`src/sv/partial_block_first_fit_allocator_defines.svh`:
```
// Assertion macros shared by the partial block first-fit allocator RTL.
`ifndef PARTIAL_BLOCK_FIRST_FIT_ALLOCATOR_DEFINES_SVH
`define PARTIAL_BLOCK_FIRST_FIT_ALLOCATOR_DEFINES_SVH

`ifndef SYNTHESIS
`define PFA_ASSERT_IMP(lbl, ante, cons) \
    lbl: assert property (@(posedge i_clk) disable iff (!i_rst_n) (ante) |-> (cons)) \
        else $error("assertion failed");
`define PFA_ASSERT_NXT(lbl, ante, cons) \
    lbl: assert property (@(posedge i_clk) disable iff (!i_rst_n) (ante) |=> (cons)) \
        else $error("assertion failed");
`else
`define PFA_ASSERT_IMP(lbl, ante, cons)
`define PFA_ASSERT_NXT(lbl, ante, cons)
`endif

`endif

```
`src/sv/pfa_pkg.sv`:
```
// Shared types and constants of the partial block first-fit allocator.
package pfa_pkg;

    localparam int MAX_PARTIAL_BLOCKS = 16;
    localparam int ALIGN_BYTES        = 8;
    localparam int IDX_W = (MAX_PARTIAL_BLOCKS > 1) ? $clog2(MAX_PARTIAL_BLOCKS) : 1;
    localparam int CNT_W = $clog2(MAX_PARTIAL_BLOCKS + 1);

    localparam int ID_W   = 32;
    localparam int SEG_W  = 32;
    localparam int BS_W   = 25;
    localparam int THR_W  = 17;
    localparam int OFF_W  = 24;
    localparam int AOFF_W = BS_W + 1;
    localparam int SUM_W  = SEG_W + 1;

    typedef enum logic [1:0] {
        ACT_ALLOC    = 2'd0,
        ACT_REGISTER = 2'd1,
        ACT_FLUSH    = 2'd2,
        ACT_UNUSED   = 2'd3
    } t_action;

    typedef enum logic [1:0] {
        ST_OK        = 2'd0,
        ST_UNTRACKED = 2'd1,
        ST_DROPPED   = 2'd2,
        ST_RESERVED  = 2'd3
    } t_status;

    typedef struct packed {
        logic [ID_W-1:0] blk_id;
        logic [BS_W-1:0] used;
        logic [BS_W-1:0] capacity;
    } t_entry;

    typedef struct packed {
        logic [AOFF_W-1:0] offset;
        logic [SUM_W-1:0]  sum;
        logic              fits;
    } t_fit;

endpackage

```
`src/sv/pfa_table.sv`:
```
// Partial block table memory with one write port and one registered read port.
module pfa_table (
    input  logic                    i_clk,
    input  logic                    i_wr_en,
    input  logic [pfa_pkg::IDX_W-1:0] i_wr_addr,
    input  pfa_pkg::t_entry         i_wr_data,
    input  logic [pfa_pkg::IDX_W-1:0] i_rd_addr,
    output pfa_pkg::t_entry         o_rd_data
);
    import pfa_pkg::*;

    t_entry r_mem [MAX_PARTIAL_BLOCKS];
    t_entry r_rd_data;

    always_ff @(posedge i_clk) begin
        if (i_wr_en) begin
            r_mem[i_wr_addr] <= i_wr_data;
        end
        r_rd_data <= r_mem[i_rd_addr];
    end

    assign o_rd_data = r_rd_data;

endmodule

```
`src/sv/pfa_fit.sv`:
```
// Fit unit: aligns a block's used count and checks a segment against its capacity.
module pfa_fit (
    input  logic [pfa_pkg::BS_W-1:0]  i_used,
    input  logic [pfa_pkg::BS_W-1:0]  i_capacity,
    input  logic [pfa_pkg::SEG_W-1:0] i_seg,
    output pfa_pkg::t_fit             o_fit
);
    import pfa_pkg::*;

    localparam logic [AOFF_W-1:0] ALIGN_M1 = AOFF_W'(ALIGN_BYTES - 1);

    logic [AOFF_W-1:0] w_off;
    logic [SUM_W-1:0]  w_sum;

    always_comb begin
        w_off = (AOFF_W'(i_used) + ALIGN_M1) & ~ALIGN_M1;
        w_sum = SUM_W'(w_off) + SUM_W'(i_seg);
        o_fit.offset = w_off;
        o_fit.sum    = w_sum;
        o_fit.fits   = (w_sum <= SUM_W'(i_capacity));
    end

endmodule

```
`src/sv/partial_block_first_fit_allocator.sv`:
```
// Top level of the partial block first-fit allocator with its sequencer and APB registers.
// One request is handled at a time. An allocate request passes through the multiply and
// check states; it then goes straight to the output state when it gets a dedicated block,
// and otherwise first scans the table entries in order until one fits, opening a fresh
// block when none does (untracked when all sixteen entries are in use); the first-fit scan
// reads the table memory one entry per cycle through its single read port and one shared
// fit unit. Register requests pass through the register state first, flush and unused
// requests go straight to the output state. The input is ready again in the cycle after
// the result is loaded. The result sits in an output register, so the next request is taken
// while a finished result still waits; a later result is held in the sequencer until the output register is free.
`include "partial_block_first_fit_allocator_defines.svh"

module partial_block_first_fit_allocator (
    input  logic         i_clk,
    input  logic         i_rst_n,
    // APB configuration port
    input  logic         i_psel,
    input  logic         i_penable,
    input  logic         i_pwrite,
    input  logic [2:0]   i_paddr,
    input  logic [31:0]  i_pwdata,
    output logic [31:0]  o_prdata,
    output logic         o_pready,
    // Request stream
    input  logic         i_s_tvalid,
    output logic         o_s_tready,
    input  logic [95:0]  i_s_tdata,  // seg_bytes[31:0], given_block_id[63:32], fill_bytes[88:64]
    input  logic [1:0]   i_s_tuser,  // action[1:0]
    // Result stream
    output logic         o_m_tvalid,
    input  logic         i_m_tready,
    output logic [87:0]  o_m_tdata,  // result_block_id[31:0], result_offset[55:32], result_size[87:56]
    output logic [2:0]   o_m_tuser   // used_fresh_id[0], status[2:1]
);
    import pfa_pkg::*;

    localparam logic [2:0] REG_BLOCK_SIZE = 3'd0;
    localparam logic [2:0] REG_THRESHOLD  = 3'd4;
    localparam int PROD_W = BS_W + THR_W;
    localparam logic [THR_W-1:0] Q_ONE = THR_W'(65536);
    localparam logic [CNT_W-1:0] CNT_MAX = CNT_W'(MAX_PARTIAL_BLOCKS);

    typedef enum logic [6:0] {
        S_IDLE = 7'b0000001,
        S_MUL  = 7'b0000010,
        S_CHK  = 7'b0000100,
        S_SCAN = 7'b0001000,
        S_NEW  = 7'b0010000,
        S_REG  = 7'b0100000,
        S_OUT  = 7'b1000000
    } t_state;

    t_state            r_state, n_state;
    logic [BS_W-1:0]   r_block_size;
    logic [THR_W-1:0]  r_thr_q16;
    logic [SEG_W-1:0]  r_seg, n_seg;
    logic [ID_W-1:0]   r_bid, n_bid;
    logic [BS_W-1:0]   r_used, n_used;
    logic [PROD_W-1:0] r_prod, n_prod;
    logic [IDX_W-1:0]  r_idx, n_idx;
    logic [CNT_W-1:0]  r_count, n_count;
    logic [ID_W-1:0]   r_res_id, n_res_id;
    logic [OFF_W-1:0]  r_res_off, n_res_off;
    logic [SEG_W-1:0]  r_res_size, n_res_size;
    logic              r_res_fresh, n_res_fresh;
    t_status           r_res_status, n_res_status;
    logic              r_out_valid, n_out_valid;
    logic [87:0]       r_out_data, n_out_data;
    logic [2:0]        r_out_user, n_out_user;

    logic              w_s_accept;
    logic              w_cfg_wr;
    logic [THR_W-1:0]  w_q;
    logic              w_wr_en;
    logic [IDX_W-1:0]  w_wr_addr;
    t_entry            w_wr_data;
    logic [IDX_W-1:0]  w_rd_addr;
    t_entry            w_rd_data;
    t_fit              w_fit;

    pfa_table u_table (
        .i_clk     (i_clk),
        .i_wr_en   (w_wr_en),
        .i_wr_addr (w_wr_addr),
        .i_wr_data (w_wr_data),
        .i_rd_addr (w_rd_addr),
        .o_rd_data (w_rd_data)
    );

    pfa_fit u_fit (
        .i_used     (w_rd_data.used),
        .i_capacity (w_rd_data.capacity),
        .i_seg      (r_seg),
        .o_fit      (w_fit)
    );

    assign w_s_accept = i_s_tvalid && o_s_tready;
    assign w_cfg_wr   = i_psel && i_penable && i_pwrite && o_pready;
    assign o_pready   = 1'b1;
    assign o_s_tready = (r_state == S_IDLE);
    assign o_m_tvalid = r_out_valid;
    assign o_m_tdata  = r_out_data;
    assign o_m_tuser  = r_out_user;
    assign w_q        = (r_thr_q16 > Q_ONE) ? Q_ONE : r_thr_q16;

    always_comb begin
        case (i_paddr)
            REG_BLOCK_SIZE: o_prdata = 32'(r_block_size);
            REG_THRESHOLD:  o_prdata = 32'(r_thr_q16);
            default:        o_prdata = '0;
        endcase
    end

    always_comb begin
        n_state      = r_state;
        n_seg        = r_seg;
        n_bid        = r_bid;
        n_used       = r_used;
        n_prod       = r_prod;
        n_idx        = r_idx;
        n_count      = r_count;
        n_res_id     = r_res_id;
        n_res_off    = r_res_off;
        n_res_size   = r_res_size;
        n_res_fresh  = r_res_fresh;
        n_res_status = r_res_status;
        n_out_valid  = r_out_valid && !i_m_tready;
        n_out_data   = r_out_data;
        n_out_user   = r_out_user;
        w_wr_en      = 1'b0;
        w_wr_addr    = r_count[IDX_W-1:0];
        w_wr_data    = '{blk_id: r_bid, used: r_seg[BS_W-1:0], capacity: r_block_size};
        w_rd_addr    = '0;

        case (r_state)
            S_IDLE: begin
                if (w_s_accept) begin
                    n_seg        = i_s_tdata[31:0];
                    n_bid        = i_s_tdata[63:32];
                    n_used       = i_s_tdata[88:64];
                    n_res_id     = '0;
                    n_res_off    = '0;
                    n_res_size   = '0;
                    n_res_fresh  = 1'b0;
                    n_res_status = ST_OK;
                    case (t_action'(i_s_tuser))
                        ACT_ALLOC:    n_state = S_MUL;
                        ACT_REGISTER: n_state = S_REG;
                        ACT_FLUSH: begin
                            n_count = '0;
                            n_state = S_OUT;
                        end
                        default:      n_state = S_OUT;
                    endcase
                end
            end
            S_MUL: begin
                n_prod  = PROD_W'(r_block_size) * PROD_W'(w_q);
                n_state = S_CHK;
            end
            S_CHK: begin
                if (r_seg > SEG_W'(r_prod[PROD_W-1:16])) begin
                    n_res_id    = r_bid;
                    n_res_size  = r_seg;
                    n_res_fresh = 1'b1;
                    n_state     = S_OUT;
                end else if (r_count == '0) begin
                    n_state = S_NEW;
                end else begin
                    n_idx   = '0;
                    n_state = S_SCAN;
                end
            end
            S_SCAN: begin
                w_rd_addr = r_idx + IDX_W'(1);
                if (w_fit.fits) begin
                    w_wr_en    = 1'b1;
                    w_wr_addr  = r_idx;
                    w_wr_data  = '{blk_id:   w_rd_data.blk_id,
                                   used:     w_fit.sum[BS_W-1:0],
                                   capacity: w_rd_data.capacity};
                    n_res_id   = w_rd_data.blk_id;
                    n_res_off  = w_fit.offset[OFF_W-1:0];
                    n_res_size = r_seg;
                    n_state    = S_OUT;
                end else if (CNT_W'(r_idx) + CNT_W'(1) == r_count) begin
                    n_state = S_NEW;
                end else begin
                    n_idx = r_idx + IDX_W'(1);
                end
            end
            S_NEW: begin
                n_res_id    = r_bid;
                n_res_size  = r_seg;
                n_res_fresh = 1'b1;
                if (r_count < CNT_MAX) begin
                    w_wr_en = 1'b1;
                    n_count = r_count + CNT_W'(1);
                end else begin
                    n_res_status = ST_UNTRACKED;
                end
                n_state = S_OUT;
            end
            S_REG: begin
                w_wr_data = '{blk_id: r_bid, used: r_used, capacity: r_block_size};
                if (r_count < CNT_MAX) begin
                    w_wr_en = 1'b1;
                    n_count = r_count + CNT_W'(1);
                end else begin
                    n_res_status = ST_DROPPED;
                end
                n_state = S_OUT;
            end
            S_OUT: begin
                if (!r_out_valid || i_m_tready) begin
                    n_out_valid = 1'b1;
                    n_out_data  = {r_res_size, r_res_off, r_res_id};
                    n_out_user  = {r_res_status, r_res_fresh};
                    n_state     = S_IDLE;
                end
            end
            default: n_state = S_IDLE;
        endcase
    end

    always_ff @(posedge i_clk) begin
        if (!i_rst_n) begin
            r_state      <= S_IDLE;
            r_count      <= '0;
            r_idx        <= '0;
            r_out_valid  <= 1'b0;
            r_block_size <= BS_W'(262144);
            r_thr_q16    <= THR_W'(52429);
        end else begin
            r_state     <= n_state;
            r_count     <= n_count;
            r_idx       <= n_idx;
            r_out_valid <= n_out_valid;
            if (w_cfg_wr) begin
                case (i_paddr)
                    REG_BLOCK_SIZE: r_block_size <= i_pwdata[BS_W-1:0];
                    REG_THRESHOLD:  r_thr_q16    <= i_pwdata[THR_W-1:0];
                    default: ;
                endcase
            end
        end
    end

    always_ff @(posedge i_clk) begin
        r_seg        <= n_seg;
        r_bid        <= n_bid;
        r_used       <= n_used;
        r_prod       <= n_prod;
        r_res_id     <= n_res_id;
        r_res_off    <= n_res_off;
        r_res_size   <= n_res_size;
        r_res_fresh  <= n_res_fresh;
        r_res_status <= n_res_status;
        r_out_data   <= n_out_data;
        r_out_user   <= n_out_user;
    end

    `PFA_ASSERT_IMP(a_count_bound, 1'b1, r_count <= CNT_MAX)
    `PFA_ASSERT_NXT(a_busy_after_accept, w_s_accept, !o_s_tready)
    `PFA_ASSERT_IMP(a_fresh_at_zero, r_out_valid && r_out_user[0], r_out_data[55:32] == '0)
    `PFA_ASSERT_NXT(a_count_step, 1'b1, (r_count == '0) || (r_count - $past(r_count) <= CNT_W'(1)))
    `PFA_ASSERT_IMP(a_scan_in_table, r_state == S_SCAN, CNT_W'(r_idx) < r_count)

endmodule

```
`config.mk`:
```
export PLATFORM = sky130hd
export DESIGN_NAME = partial_block_first_fit_allocator
export DESIGN_NICKNAME = d
export VERILOG_FILES = /design/src/sv/pfa_pkg.sv /design/src/sv/pfa_table.sv /design/src/sv/pfa_fit.sv /design/src/sv/partial_block_first_fit_allocator.sv
export VERILOG_INCLUDE_DIRS = /design/src /design/src/sv
export SDC_FILE = /design/constraint.sdc
export NUM_CORES = 2
export LEC_CHECK = 0
export BUFFER_PORTS_ARGS = -buffer_cell sky130_fd_sc_hd__buf_2
export CORE_MARGIN = 2
export CORE_UTILIZATION = 60
export DETAILED_ROUTE_END_ITERATION = 16
export PLACE_DENSITY = 0.77
export SYNTH_ARGS = -nofsm -noshare
export SYNTH_HDL_FRONTEND = slang
export SYNTH_SLANG_ARGS = --single-unit
```
`constraint.sdc`:
```
create_clock -name i_clk -period 15.9 [get_ports i_clk]
set_input_delay 0.795 -clock i_clk [delete_from_list [all_inputs] [get_ports i_clk]]
set_output_delay 0.795 -clock i_clk [all_outputs]
set_load 0.02 [all_outputs]
```
==> impl_results.md <==
- Crit path max-delay family: simple AND/OR/NAND/NOR gates
- Cells after Synth: 6,123
- Relative max-transition margin: 6.99%
- Vias in the first global route: 53.1k
- R2R setup slack: 5.99 ns
- Post-DP HPWL: 130,000 um
- Clock sink count: 1,744
- Worst hold path startpoint: i_s_tdata[44]
- Antenna violations before repair: 11
- Critical Path Fanout Max: 46
- Final period util: 62.3%
- Layout cells sized above 1: 16.8%
- Power dissipated by switching net loads: 2.08 mW
- Via total after detailed routing: 52.7k
- Setup Buffers After CTS: 0
- Vertical die dimension: 378 um
- Power Total: 9.58 mW
- I/O pin cnt: 266
- Type of the worst setup path: reg2reg
- Area growth from synthesis to final layout: 10.4%
- Internal Power: 7.50 mW
- End of the worst register-to-register path: u_table.r_mem[8][59]
- Slowest stage delay, CP: 1.04 ns
- Average cell area after synthesis: 13.7 um^2
- Row count: 137
- Reported max-cap violation count: 0
- GRT Total Usage: 31.4%
- Biggest area consumer among synthesized cells: sky130_fd_sc_hd__edfxtp_1
- Total congestion overflow after global routing: 0
- Critical register-to-register path startpoint: u_table.o_rd_data[26]
- Post-DR vias/cell: 6.36
- Average routed wire per standard cell: 27.1 um
- Worst Max-Slew Pin Slew: 1.39 ns
- Clock Power Share: 42.2%
- Sw Share: 21.7%
- Maximum clock frequency: 0.101 GHz
- Startpoint types: flip-flop
- Weighted congestion reported at the end of routability-driven placement: 0.939
- Fraction of synthesis flops using an asynchronous set or reset pin: 0%
- Share of total power in sequential cells: 54.0%
- Max Buffers Root-to-Sink: 3
- DRC marker count from the first detailed-route iteration: 6,502
- IO Port Bufs: 240
- Part of the total power dissipated in combinational logic: 3.8%
- Warnings from Yosys: 0
- Total power density per cell area: 103 mW/mm^2
- Number of buffers added by the clock tree synthesis step: 167
- Final nets: 6,939
- TritonCTS clock tree: done
- CP most frequent cell: sky130_fd_sc_hd__buf_4
- Worst-Skew Late Latency: 0.83 ns
- Share of the synthesized area in the top cell type: 57.5%
- Flip-flop and latch count after synthesis: 1,744
- Combined area of all synthesized cells: 0.0838 mm^2
- Setup TNS: 0 ns
- Post-synth cell types: 90
- Horizontal extent of the die: 378 um
- Data arrival at the endpoint of the critical path: 10.34 ns
- Hold worst-path end: r_bid[12]
- Worst Reg-to-Reg Cells: 28
- Max Slew Vio Count: 0
- Wire length of the first global-routing pass: 330,000 um
- CP Depth: 28
- Count of final setup violators: 0
- Initial Util: 60.3%
- Final period demand of the worst path: 9.91 ns
- Fraction of the yosys area taken by sequential cells: 60.8%
- Post-Route WL: 225,000 um
- Cell leakage power: 34.0 nW
- Slowest stage cell, crit path: sky130_fd_sc_hd__nor3_1
- Die area: 0.143 mm^2
- Type of the tightest min-delay check: in2reg
- Status: finished clean
- Clk pin slew, worst setup/hold paths: 0.06 ns
- Clock skew after layout: 0.0413 ns
- Core outline area: 0.139 mm^2
- Post-Route Hold Slack: 0.137 ns
- Area contributors post-synth: sky130_fd_sc_hd__edfxtp_1 57%, sky130_fd_sc_hd__fa_1 8.2%, sky130_fd_sc_hd__mux2_2 5.2%, sky130_fd_sc_hd__dfxtp_1 3.4%, sky130_fd_sc_hd__ha_1 2.9%
- Count of buffering cells on the critical path with inverters included: 3
- Hold path depth: 1
- Commonest register cell after synthesis: sky130_fd_sc_hd__edfxtp_1
- Count of flip-flops with a built-in enable after synthesis: 1,603
- Number of instances resized during post-cts repair: 0
- Clock root cell: sky130_fd_sc_hd__clkbuf_16
- Setup repair after global routing missed its margin: no
- Antenna viol nets, final: 0
- Total iterations of the first detailed-routing run: 6
- Residual DRC count: 0
- Maximum vdd ir drop: 0.0980 mV
- Critical Path RT: 16.33 ns
- Hold-fix buffer count after cts: 0
- Maximum number of pins on one net before global-route repair: 107
- Hold violation count in the final report: 0
- Type of element capturing the critical path: flip-flop
- H-tree depth: 4
## cells in the final DEF, fill, tap and decap left out, types with 57 or more instances in the layout
cell and n:
sky130_fd_sc_hd__mux2i_1 167, sky130_fd_sc_hd__a221oi_1 86, sky130_fd_sc_hd__and2_1 227, sky130_fd_sc_hd__buf_2 240, sky130_fd_sc_hd__inv_1 465, sky130_fd_sc_hd__ha_1 190
sky130_fd_sc_hd__o221ai_1 82, sky130_fd_sc_hd__nand2_1 569, sky130_fd_sc_hd__nor2b_1 57, sky130_fd_sc_hd__edfxtp_1 1603, sky130_fd_sc_hd__nor2_1 67, sky130_fd_sc_hd__fa_1 343
sky130_fd_sc_hd__o21ai_0 199, sky130_fd_sc_hd__dfxtp_1 139, sky130_fd_sc_hd__mux2_2 388, sky130_fd_sc_hd__clkbuf_16 167, sky130_fd_sc_hd__a21oi_1 469, sky130_fd_sc_hd__and3_1 97
sky130_fd_sc_hd__a32o_1 82, sky130_fd_sc_hd__buf_4 118
## metrics by stage
| stage | cells | util (%) | setup slack, ns | area (um^2) |
|---|---|---|---|---|
| 3_5_place_dp | 7972 | 62.5 | 6.22 | 86900 |
| 5_1_grt | 8291 | 66.5 | 5.67 | 92500 |
| 3_3_place_gp | 7972 | 62.5 | 6.39 | 86900 |
| 2_1_floorplan | 6132 | - | 5.71 | 83800 |
| 4_1_cts | 8287 | 66.5 | 6.24 | 92500 |
| 6_report | 8295 | 66.6 | 5.99 | 92500 |
## per-layer routing
metal | part of all wire (%) | GRT usage, %
met1 | 37 | 40.5
met2 | 47 | 50.4
met3 | 10 | 6.48
met4 | 5.2 | 16.4
met5 | 0.0058 | 0.309
## worst reg2reg max path: cells and delay by family, from the launching register on
| kind | cells | cell delay (ns) |
|---|---|---|
| fa+ha+maj | 2 | 0.81 |
| buf+inv | 3 | 2.09 |
| simple gates | 14 | 3.86 |
| mux | 1 | 0.52 |
| compound gates | 6 | 1.41 |
| flops | 1 | 0.31 |
| xor+xnor | 2 | 0.48 |
## flip-flops by register name, summed over array words and instances (netlist names)
register,flops
r_prod,26
r_state,7
u_table.r_mem,1312
r_bid,32
r_used,25
o_m_tvalid,1
r_thr_q16,17
r_seg,32
r_res_size,32
r_count,5
r_idx,4
o_m_tuser,3
r_res_fresh,1
r_res_id,32
o_m_tdata,85
r_block_size,25
r_res_off,21
u_table.o_rd_data,82
r_res_status,2
## worst max-delay path by stage
stage / from / end / slack (ns)
3_3_place_gp: u_table.o_rd_data[26] / u_table.r_mem[8][59] / 6.39
3_5_place_dp: u_table.o_rd_data[26] / u_table.r_mem[8][59] / 6.22
2_1_floorplan: u_table.o_rd_data[28] / r_res_id[0] / 5.71
5_1_grt: u_table.o_rd_data[26] / u_table.r_mem[8][74] / 5.67
4_1_cts: u_table.o_rd_data[26] / u_table.r_mem[8][59] / 6.24
6_report: u_table.o_rd_data[26] / u_table.r_mem[8][59] / 5.99
## Yosys cell counts, drive strengths merged (59+ instances only)
library cell	n
fa	343
and3	100
buf	84
o21ai	206
and2	229
nand2	572
a221oi	88
dfxtp	141
a32o	82
ha	191
clkbuf	311
mux2	388
o221ai	82
nor2b	59
a21oi	470
edfxtp	1603
inv	467
mux2i	167
nor2	86
## final cells by class
cell class / count / area (um^2)
clock buffer: 219 / 4600
timing repair buffer: 359 / 2110
fill: 9533 / 46500
sequential: 1744 / 51000
antenna: 8 / 20.0
multi-input combinational: 3526 / 29700
clock inverter: 96 / 1020
inverter: 467 / 1760
tap: 1876 / 2350
## kinds of logic (layout without fill, tap and decap cells)
family	after synthesis	in the layout	synth area share, %
AOI/OAI and AO/OA	1143	1143	8.99
adders and majority gates	534	534	11.0
other	2	19	0.00896
muxes	555	555	7.21
and+or+nand+nor	1213	1213	7.14
xor gates and xnor gates	70	70	0.732
DFF	1744	1744	60.8
buffers and inverters	862	1141	4.05
## power by group through the flow
stage          clock network (mW)  registers [mW]  logic, mW
2_1_floorplan                   0            5.24      0.227
3_3_place_gp                    0            5.27      0.346
3_5_place_dp                    0            5.27      0.357
4_1_cts                      4.06            5.17      0.359
5_1_grt                      4.23            5.17      0.397
6_report                     4.04            5.17      0.364
(Power assumes the default switching activity.)
